<file path="src/rtl/core/mvsl_pkg.sv">
// mvsl_pkg: field widths, decision codes and fixed constants of the
// motion velocity safety limiter. No dependencies.

package mvsl_pkg;

   localparam int RpmW = 16;
   localparam int PosW = 32;
   localparam int MaxRpmW = 15;
   localparam int TimeW = 16;
   localparam int DecW = 2;
   localparam int CsrIdxW = 2;
   localparam int CsrDataW = 32;

   // milliseconds per minute, factor on the distance side of the time test
   localparam int MsPerMin = 60000;
   localparam int MsPerMinW = 16;

   localparam logic [DecW-1:0] DEC_PASS = 2'd0;
   localparam logic [DecW-1:0] DEC_LIMIT = 2'd1;
   localparam logic [DecW-1:0] DEC_TIME = 2'd2;
   localparam logic [DecW-1:0] DEC_CLAMP = 2'd3;

   localparam logic [CsrIdxW-1:0] CSR_UPPER = 2'd0;
   localparam logic [CsrIdxW-1:0] CSR_LOWER = 2'd1;
   localparam logic [CsrIdxW-1:0] CSR_MAX_RPM = 2'd2;
   localparam logic [CsrIdxW-1:0] CSR_TIME = 2'd3;

   typedef logic signed [RpmW-1:0] rpm_type;
   typedef logic [DecW-1:0] dec_type;

endpackage

</file>
<file path="src/rtl/core/motion_velocity_safety_limiter.sv">
// motion_velocity_safety_limiter: top level, four register stages that check a
// velocity request against joint position limits and remaining travel time.
// Depends on mvsl_pkg.
//
// a request is registered in s1, s2, s3 and s4 in order; rsp_tvalid is the valid bit of s4
// throughput: one request per cycle while rsp_tready holds high; each stage
//   holds its item and valid bit, and refills in the cycle its item moves on
// reset (synchronous, active high) clears all stage valid bits and the four
//   configuration registers to zero

module motion_velocity_safety_limiter
   import mvsl_pkg::*;
#(
   parameter int ENC_LINES = 512
) (
   input  logic                clock,
   input  logic                reset,
   input  logic                req_tvalid,
   output logic                req_tready,
   input  logic [47:0]         req_tdata,   // [15:0] requested_rpm, [47:16] encoder_position
   output logic                rsp_tvalid,
   input  logic                rsp_tready,
   output logic [23:0]         rsp_tdata,   // [15:0] command_rpm, [17:16] decision, rest zero
   input  logic                csr_we,
   input  logic [CsrIdxW-1:0]  csr_index,
   input  logic [CsrDataW-1:0] csr_wdata
);

   // pulses per motor revolution (quadrature)
   localparam int PulsesPerRev = 4 * ENC_LINES;
   localparam int PprW = $clog2(PulsesPerRev + 1);
   localparam int DistW = PosW;
   localparam int DistProdW = DistW + MsPerMinW;
   localparam int TmProdW = TimeW + RpmW;
   localparam int LimProdW = TmProdW + PprW;
   localparam int CmpW = (DistProdW > LimProdW) ? DistProdW : LimProdW;

   // configuration
   logic signed [PosW-1:0] upper_ff;
   logic signed [PosW-1:0] lower_ff;
   logic [MaxRpmW-1:0]     max_rpm_ff;
   logic [TimeW-1:0]       time_ff;

   always_ff @(posedge clock) begin
      if (reset) begin
         upper_ff   <= '0;
         lower_ff   <= '0;
         max_rpm_ff <= '0;
         time_ff    <= '0;
      end else if (csr_we) begin
         case (csr_index)
            CSR_UPPER:   upper_ff   <= csr_wdata[PosW-1:0];
            CSR_LOWER:   lower_ff   <= csr_wdata[PosW-1:0];
            CSR_MAX_RPM: max_rpm_ff <= csr_wdata[MaxRpmW-1:0];
            CSR_TIME:    time_ff    <= csr_wdata[TimeW-1:0];
            default: ;
         endcase
      end
   end

   // stage advance chain
   logic v1_ff, v2_ff, v3_ff, v4_ff;
   logic adv1, adv2, adv3, adv4;

   assign adv4 = !v4_ff || rsp_tready;
   assign adv3 = !v3_ff || adv4;
   assign adv2 = !v2_ff || adv3;
   assign adv1 = !v1_ff || adv2;
   assign req_tready = adv1;

   always_ff @(posedge clock) begin
      if (reset) begin
         v1_ff <= 1'b0;
         v2_ff <= 1'b0;
         v3_ff <= 1'b0;
         v4_ff <= 1'b0;
      end else begin
         if (adv1) begin
            v1_ff <= req_tvalid;
         end
         if (adv2) begin
            v2_ff <= v1_ff;
         end
         if (adv3) begin
            v3_ff <= v2_ff;
         end
         if (adv4) begin
            v4_ff <= v3_ff;
         end
      end
   end

   // stage 1: limit checks and distance toward the limit in the travel direction
   rpm_type                req_rpm;
   logic signed [PosW-1:0] req_pos;
   logic                   rpm_pos, rpm_neg;
   logic signed [PosW:0]   diff_up, diff_lo;
   logic                   early_in;
   dec_type                early_dec_in;
   logic [DistW-1:0]       dist_in;
   logic [RpmW-1:0]        mag_in;

   assign req_rpm = req_tdata[RpmW-1:0];
   assign req_pos = req_tdata[RpmW+PosW-1:RpmW];
   assign rpm_pos = !req_rpm[RpmW-1] && (req_rpm != '0);
   assign rpm_neg = req_rpm[RpmW-1];
   assign diff_up = {upper_ff[PosW-1], upper_ff} - {req_pos[PosW-1], req_pos};
   assign diff_lo = {req_pos[PosW-1], req_pos} - {lower_ff[PosW-1], lower_ff};

   always_comb begin
      early_in     = 1'b0;
      early_dec_in = DEC_PASS;
      dist_in      = '0;
      if (req_rpm == '0) begin
         early_in = 1'b1;
      end else if ((rpm_pos && (req_pos > upper_ff)) || (rpm_neg && (req_pos < lower_ff))) begin
         early_in     = 1'b1;
         early_dec_in = DEC_LIMIT;
      end
      if (rpm_pos && (req_pos < upper_ff)) begin
         dist_in = diff_up[DistW-1:0];
      end else if (rpm_neg && (req_pos > lower_ff)) begin
         dist_in = diff_lo[DistW-1:0];
      end
      mag_in = rpm_neg ? (RpmW'(0) - req_rpm) : req_rpm;
   end

   rpm_type          s1_rpm_ff;
   logic             s1_early_ff;
   dec_type          s1_dec_ff;
   logic [DistW-1:0] s1_dist_ff;
   logic [RpmW-1:0]  s1_mag_ff;

   always_ff @(posedge clock) begin
      if (adv1) begin
         s1_rpm_ff   <= req_rpm;
         s1_early_ff <= early_in;
         s1_dec_ff   <= early_dec_in;
         s1_dist_ff  <= dist_in;
         s1_mag_ff   <= mag_in;
      end
   end

   // stage 2: distance times ms per minute, time limit times speed
   logic [DistProdW-1:0] dist_prod_in;
   logic [TmProdW-1:0]   tm_prod_in;

   assign dist_prod_in = DistProdW'(s1_dist_ff) * DistProdW'(MsPerMin);
   assign tm_prod_in   = TmProdW'(time_ff) * TmProdW'(s1_mag_ff);

   rpm_type              s2_rpm_ff;
   logic                 s2_early_ff;
   dec_type              s2_dec_ff;
   logic [DistProdW-1:0] s2_dist_ff;
   logic [TmProdW-1:0]   s2_tm_ff;

   always_ff @(posedge clock) begin
      if (adv2) begin
         s2_rpm_ff   <= s1_rpm_ff;
         s2_early_ff <= s1_early_ff;
         s2_dec_ff   <= s1_dec_ff;
         s2_dist_ff  <= dist_prod_in;
         s2_tm_ff    <= tm_prod_in;
      end
   end

   // stage 3: scale by pulses per revolution
   logic [LimProdW-1:0] lim_prod_in;

   assign lim_prod_in = LimProdW'(s2_tm_ff) * LimProdW'(PulsesPerRev);

   rpm_type              s3_rpm_ff;
   logic                 s3_early_ff;
   dec_type              s3_dec_ff;
   logic [DistProdW-1:0] s3_dist_ff;
   logic [LimProdW-1:0]  s3_lim_ff;

   always_ff @(posedge clock) begin
      if (adv3) begin
         s3_rpm_ff   <= s2_rpm_ff;
         s3_early_ff <= s2_early_ff;
         s3_dec_ff   <= s2_dec_ff;
         s3_dist_ff  <= s2_dist_ff;
         s3_lim_ff   <= lim_prod_in;
      end
   end

   // stage 4: time test and symmetric clamp
   logic signed [RpmW:0] rpm_ext, max_ext;
   rpm_type              cmd_in;
   dec_type              dec_in;

   assign rpm_ext = {s3_rpm_ff[RpmW-1], s3_rpm_ff};
   assign max_ext = (RpmW+1)'(max_rpm_ff);

   always_comb begin
      cmd_in = '0;
      dec_in = s3_dec_ff;
      if (!s3_early_ff) begin
         if (CmpW'(s3_dist_ff) <= CmpW'(s3_lim_ff)) begin
            dec_in = DEC_TIME;
         end else if (rpm_ext > max_ext) begin
            cmd_in = RpmW'(max_rpm_ff);
            dec_in = DEC_CLAMP;
         end else if (rpm_ext < -max_ext) begin
            cmd_in = RpmW'(0) - RpmW'(max_rpm_ff);
            dec_in = DEC_CLAMP;
         end else begin
            cmd_in = s3_rpm_ff;
            dec_in = DEC_PASS;
         end
      end
   end

   rpm_type s4_cmd_ff;
   dec_type s4_dec_ff;

   always_ff @(posedge clock) begin
      if (adv4) begin
         s4_cmd_ff <= cmd_in;
         s4_dec_ff <= dec_in;
      end
   end

   assign rsp_tvalid = v4_ff;
   assign rsp_tdata  = {6'd0, s4_dec_ff, s4_cmd_ff};

   // a zeroing decision never lets a nonzero command through
   a_zero_on_stop : assert property (@(posedge clock) disable iff (reset)
      rsp_tvalid && (s4_dec_ff == DEC_LIMIT || s4_dec_ff == DEC_TIME) |-> s4_cmd_ff == '0)
      else $error("nonzero command with a stopping decision");

   // a clamped command sits exactly at the configured magnitude
   a_clamp_mag : assert property (@(posedge clock) disable iff (reset)
      rsp_tvalid && s4_dec_ff == DEC_CLAMP |->
         (s4_cmd_ff == RpmW'(max_rpm_ff)) || (s4_cmd_ff == RpmW'(0) - RpmW'(max_rpm_ff)))
      else $error("clamped command off the limit magnitude");

   // a stalled stage keeps its item until the next stage takes it
   a_stage3_hold : assert property (@(posedge clock) disable iff (reset)
      v3_ff && !adv4 && v4_ff |=> v3_ff && $stable(s3_rpm_ff) && $stable(s3_dist_ff))
      else $error("stage 3 item lost during stall");

   // reset empties the pipeline
   a_reset_empty : assert property (@(posedge clock)
      reset |=> !v1_ff && !v2_ff && !v3_ff && !v4_ff)
      else $error("pipeline not empty after reset");

endmodule

</file>
<file path="config.mk">
export PLATFORM = sky130hd
export DESIGN_NAME = motion_velocity_safety_limiter
export DESIGN_NICKNAME = d
export VERILOG_FILES = /design/src/rtl/core/mvsl_pkg.sv /design/src/rtl/core/motion_velocity_safety_limiter.sv
export SDC_FILE = /design/constraint.sdc
export NUM_CORES = 2
export LEC_CHECK = 0
export BUFFER_PORTS_ARGS = -buffer_cell sky130_fd_sc_hd__buf_4
export CORE_MARGIN = 10
export CORE_UTILIZATION = 56
export DETAILED_ROUTE_END_ITERATION = 10
export GPL_TIMING_DRIVEN = 1
export PLACE_DENSITY = 0.79
export RECOVER_POWER = 50
export SKIP_CTS_REPAIR_TIMING = 1
export SLEW_MARGIN = 20
export SYNTH_ARGS = -nofsm -noshare
export SYNTH_HDL_FRONTEND = slang
export SYNTH_SLANG_ARGS = --single-unit
export TNS_END_PERCENT = 50
</file>
<file path="constraint.sdc">
create_clock -name clock -period 9.5 [get_ports clock]
set_input_delay 0.475 -clock clock [delete_from_list [all_inputs] [get_ports clock]]
set_output_delay 0.475 -clock clock [all_outputs]
set_load 0.02 [all_outputs]
</file>
# Yosys cells after proc, flatten, opt, wreduce, memory -nomap -nowiden

Cells that the tools add are included.

Register bits: 372
Input bits: 87
Output and inout bits: 26
Logic and storage cells: 79

Add/sub/neg operators: 5
Multiply operators: 2
Order comparisons: 7
Equality and inequality tests: 3
Mux-type cells: 11
Reduce and logical (&&, ||, !) cells: 24

Operators with widths:

| operator                 | number |
|---|---|
| $gt A32 B32 Y1           | 2 |
| $lt A32 B32 Y1           | 2 |
| $mux W32                 | 2 |
| $sub A32 B32 Y32         | 2 |
| $le A48 B43 Y1           | 1 |
| $mul A32 B11 Y43 const B | 1 |
| $mul A16 B16 Y32         | 1 |
| $mux W15                 | 2 |
| $lt A16 B17 Y1           | 1 |
| $neg A15 Y17             | 1 |
| $gt A16 B16 Y1           | 1 |
| $logic_not A16 Y1        | 1 |
| $mux W16                 | 1 |
| $reduce_bool A16 Y1      | 1 |
| $sub A1 B15 Y16 const A  | 1 |
| $sub A1 B16 Y16 const A  | 1 |
| $mux W2                  | 4 |
| $reduce_and A2 Y1        | 4 |
| $logic_and A1 B1 Y1      | 5 |
| $logic_not A1 Y1         | 5 |
| $logic_or A1 B1 Y1       | 5 |
| $eq A2 B2 Y1 const B     | 2 |
| $reduce_or A3 Y1         | 1 |
| $eq A2 B1 Y1 const B     | 1 |
| 3 further kinds          | 4 |

# Depth between registers and ports, before layout

Depth after elaboration: 6
Gate-level depth with buffers: 24
Gate-level depth less buffers: 22

# Least setup slack after synthesis

Ideal clock, no wire load.

Kind: reg-to-reg
From: register time_ff[13]
To: register s2_tm_ff[31] (data pin)
Library setup time: 0.260 ns
Arrival: 5.781 ns
Required time: 9.240 ns
Slack: 3.459 ns
Stages on the path, launching flop included: 23
Path buffers: 2
Clock period less this slack: 6.041 ns
Cells stage by stage: dfxtp_1 -> clkbuf_1 -> clkbuf_1 -> nand2_1 -> fa_1 -> fa_1 -> fa_1 -> inv_1 -> fa_1 -> fa_1 -> inv_1 -> fa_1 -> inv_1 -> ha_1 -> a21oi_1 -> inv_1 -> a2111oi_0 -> o31ai_1 -> a31o_2 -> a31oi_2 -> o31ai_1 -> a21oi_1 -> xnor2_1

Longest elaborated chain between the ends: 1

Ends and longest elaborated chain:

| what                   | RTL line                              | text |
|---|---|---|
| from (decl)            | motion_velocity_safety_limiter.sv:42  | `logic [TimeW-1:0] time_ff;` |
| from (signal assigned) | motion_velocity_safety_limiter.sv:55  | `CSR_TIME: time_ff <= csr_wdata[TimeW-1:0];` |
| $mul A16 B16 Y32       | motion_velocity_safety_limiter.sv:149 | `assign tm_prod_in = TmProdW'(time_ff) * TmProdW'(s1_mag_ff);` |
| net tm_prod_in[31]     | motion_velocity_safety_limiter.sv:146 | `logic [TmProdW-1:0] tm_prod_in;` |
| to (signal assigned)   | motion_velocity_safety_limiter.sv:163 | `s2_tm_ff <= tm_prod_in;` |
| to (decl)              | motion_velocity_safety_limiter.sv:155 | `logic [TmProdW-1:0] s2_tm_ff;` |

The timed path passes the listed nets, and every way through them passes these cells.
A chain may end at the register's enable or synchronous reset.

# Worst setup path in the final report

From: register time_ff[7]
To: register s2_tm_ff[31] (data pin)

The elaborated chain is that of the path after synthesis.

==> flow_summary.ini <==
[timing]
period_minus_slack_ps = 6600
finalSetupViolations = 0
clock_skew_ps = 19.4
tns_ps = 0
finalCritPeriodShare = 0.695
rsz0062_at_grt = no
worst_slew_pin_slew_ps = 4580
relSlewSlack = -2.05
fmax_mhz = 152
finalHoldViolations = 0
slew_violations = 166

[status]
status = finished with violations
violations = capacitance limit, slew limit

[clock_network]
htree_levels = 2
root_buffer = clkbuf_16
cts_tree = done
cts.sinks = 368
ctsLongestPathBuffers = 3
clock_latency_ps = 570
clk_pin_slew_ps = 60
numCtsBuffers = 41

[setup_path]
crit_slowest_cell = dfxtp_1
path_class = reg2reg
r2r-start = time_ff[7]$_SDFFE_PP0P_
crit_fanout = 17
critPathLaunch = time_ff[7]$_SDFFE_PP0P_
slowest_delay_ps = 760
worstSetupStartpointType = register
required_ps = 9800
path_cells = nand2_1, fa_1, inv_1, fa_1, inv_1, fa_1, inv_1, fa_1, fa_1, inv_1, fa_1, inv_1, ha_1, a21oi_1, inv_1, a2111oi_0, o31ai_1, a31o_2, a31oi_2, o31ai_1, a21oi_1, xnor2_1
cp_data_arrival_time_ps = 6900
end_kind = register

[yosys]
synth_compound_gate_area_share = 0.113
synth_common_cells = inv_1 (622), nand2_1 (408), ha_1 (342)
yosys.area.top_type = edfxtp_1
synth_mux_area_frac = 0.00458
syn_area_sq_um = 33100
ys_ff_latch = 368
avgSynthCellArea_sq_um = 9.77
synth.area.top_cells = edfxtp_1 (24%), fa_1 (20%), ha_1 (13%), inv_1 (7.1%), dfxtp_1 (6.0%)
ys.flop_type = edfxtp_1
synthXorXnorAreaFrac = 0.0382
ys_types = 81
postSynth.asyncResetShare = 0
syn_inst = 3383
synth_top_area_frac = 0.244
synth-adder-area-share = 0.334
yosys.area_share.simple = 0.122
synth_edf_count = 269
synth_top_family_by_area = adder cells
seq_area_frac_synth = 0.304
yosys_warnings = 0
synth.most_common_cell = inv_1

[global_routing]
track_usage = 0.226
antenna_found_initial = 1
grt_pass1_wl_microns = 128000
grt_pass1_vias = 23600
grt_max_degree = 100
gr-total-overflow = 0

[drt]
wl_per_cell_microns = 18.4
antenna_left = 0
vias_per_cell = 5.54
vias = 23500
dr.pass1.iters = 6
drt_iter0_markers = 1707
routed_wl_microns = 78000
drc = 0

[finish]
fin_util = 0.616
nets = 4203
drive_gt1_frac = 0.0507
num_antenna_cells = 0
area_growth_pct = 8.09
fillers = 4789

[floorplanning]
fp.dieW_microns = 263
die_area_sq_um = 69100
io_pins = 113
core_area_sq_um = 58000
die_h_microns = 263
initial_core_util = 0.570
row_count = 88

[pwr]
powerDensity_nw_per_um2 = 304
p_leak_nw = 16.7
ir_worst_vdd_uv = 362

[min_path]
hp-class = in2reg
hp-start = req_tvalid

[place]
place_congestion = 0.944
hpwlAfterDp_microns = 61400
numPortBuffers = 106

[flow_run]
maxCapViolCount = 2
## path summary, 6_finish.rpt
path | endpoint | slack, ps | depth (start not counted)
min | v1_ff$_SDFFE_PP0P_ | 110 | 3
min reg2reg | s3_dist_ff[9]$_DFFE_PP_ | 410 | 0
max reg2reg | s2_tm_ff[31]$_DFFE_PP_ | 2900 | 22
max | s2_tm_ff[31]$_DFFE_PP_ | 2900 | 22
## cell usage in the layout (no fill, tap or decap), drive strengths merged, types with 97 or more instances in the layout
cell    Yosys  layout
inv       622     624
nand2     408     408
ha        342     342
fa        337     337
edfxtp    269     269
a21oi     226     226
and2      127     127
nor2      121     121
dfxtp      99      99
xnor2      97      97
## state kept, by name, indices dropped and copies added (netlist names), 16 cells and up
register and flops:
s1_rpm_ff 16, s3_dist_ff 43, s1_dist_ff 32, s2_rpm_ff 16, s2_tm_ff 32, lower_ff 32
time_ff 16, upper_ff 32, s3_lim_ff 32, s4_cmd_ff 16, s3_rpm_ff 16, s2_dist_ff 43
## report_power, final
group | total, W | internal, W | switching [W]
clock network | 0.00162 | 0.000954 | 0.000669
logic | 0.00665 | 0.00275 | 0.00389
registers | 0.00260 | 0.00239 | 0.000214
total | 0.0109 | 0.00610 | 0.00478
## critical path: cells and delay by family, from the launching register on
family / cells / cell delay, ps
flip-flops: 1 / 760
adder cells (fa/ha/maj): 7 / 3330
AND/OR/NAND/NOR: 1 / 170
XOR/XNOR: 1 / 90
buffers and inverters: 6 / 350
AO/OA/AOI/OAI: 7 / 1620
## metal layers
| layer | GRT usage | share of wire | up-vias |
|---|---|---|---|
| met3 | 0.0485 | 0.076 | 101 |
| li1 | - | - | 11200 |
| met1 | 0.309 | 0.44 | 11400 |
| met2 | 0.359 | 0.46 | 741 |
| met4 | 0.0584 | 0.025 | 0 |
| met5 | 0 | 0 | - |
## metrics by stage
| stage | instance area, sq um | std cells | hold WS [ps] | setup slack [ps] | total power, W |
|---|---|---|---|---|---|
| 2_1_floorplan | 33100 | 3388 | 400 | 3460 | 0.00774 |
| 3_3_place_gp | 34500 | 4159 | 401 | 3040 | 0.00910 |
| 4_1_cts | 35900 | 4234 | 90.6 | 2910 | 0.0109 |
| 6_report | 35700 | 4234 | 115 | 2900 | 0.0109 |
| 3_5_place_dp | 34500 | 4159 | 405 | 2960 | 0.00926 |
| 5_1_grt | 35700 | 4234 | 144 | 2470 | 0.0120 |
## kinds of logic after synthesis
| group | count (synthesis) |
|---|---|
| AO/OA/AOI/OAI | 584 |
| XOR/XNOR | 144 |
| adder cells (fa/ha/maj) | 679 |
| buffers and inverters | 735 |
| flip-flops | 368 |
| multiplexers | 15 |
| other | 1 |
| AND/OR/NAND/NOR | 857 |
## area by class of cell
class	instances	area [sq um]	area share
Multi-Input combinational cell	2285	20200	0.567
Clock buffer	53	1120	0.0315
Clock inverter	22	251	0.00704
Inverter	623	2340	0.0655
Timing Repair Buffer	118	747	0.0209
Sequential cell	368	10100	0.282
Tap cell	765	957	0.0268
No activity file was read; power rests on OpenSTA's default activity.
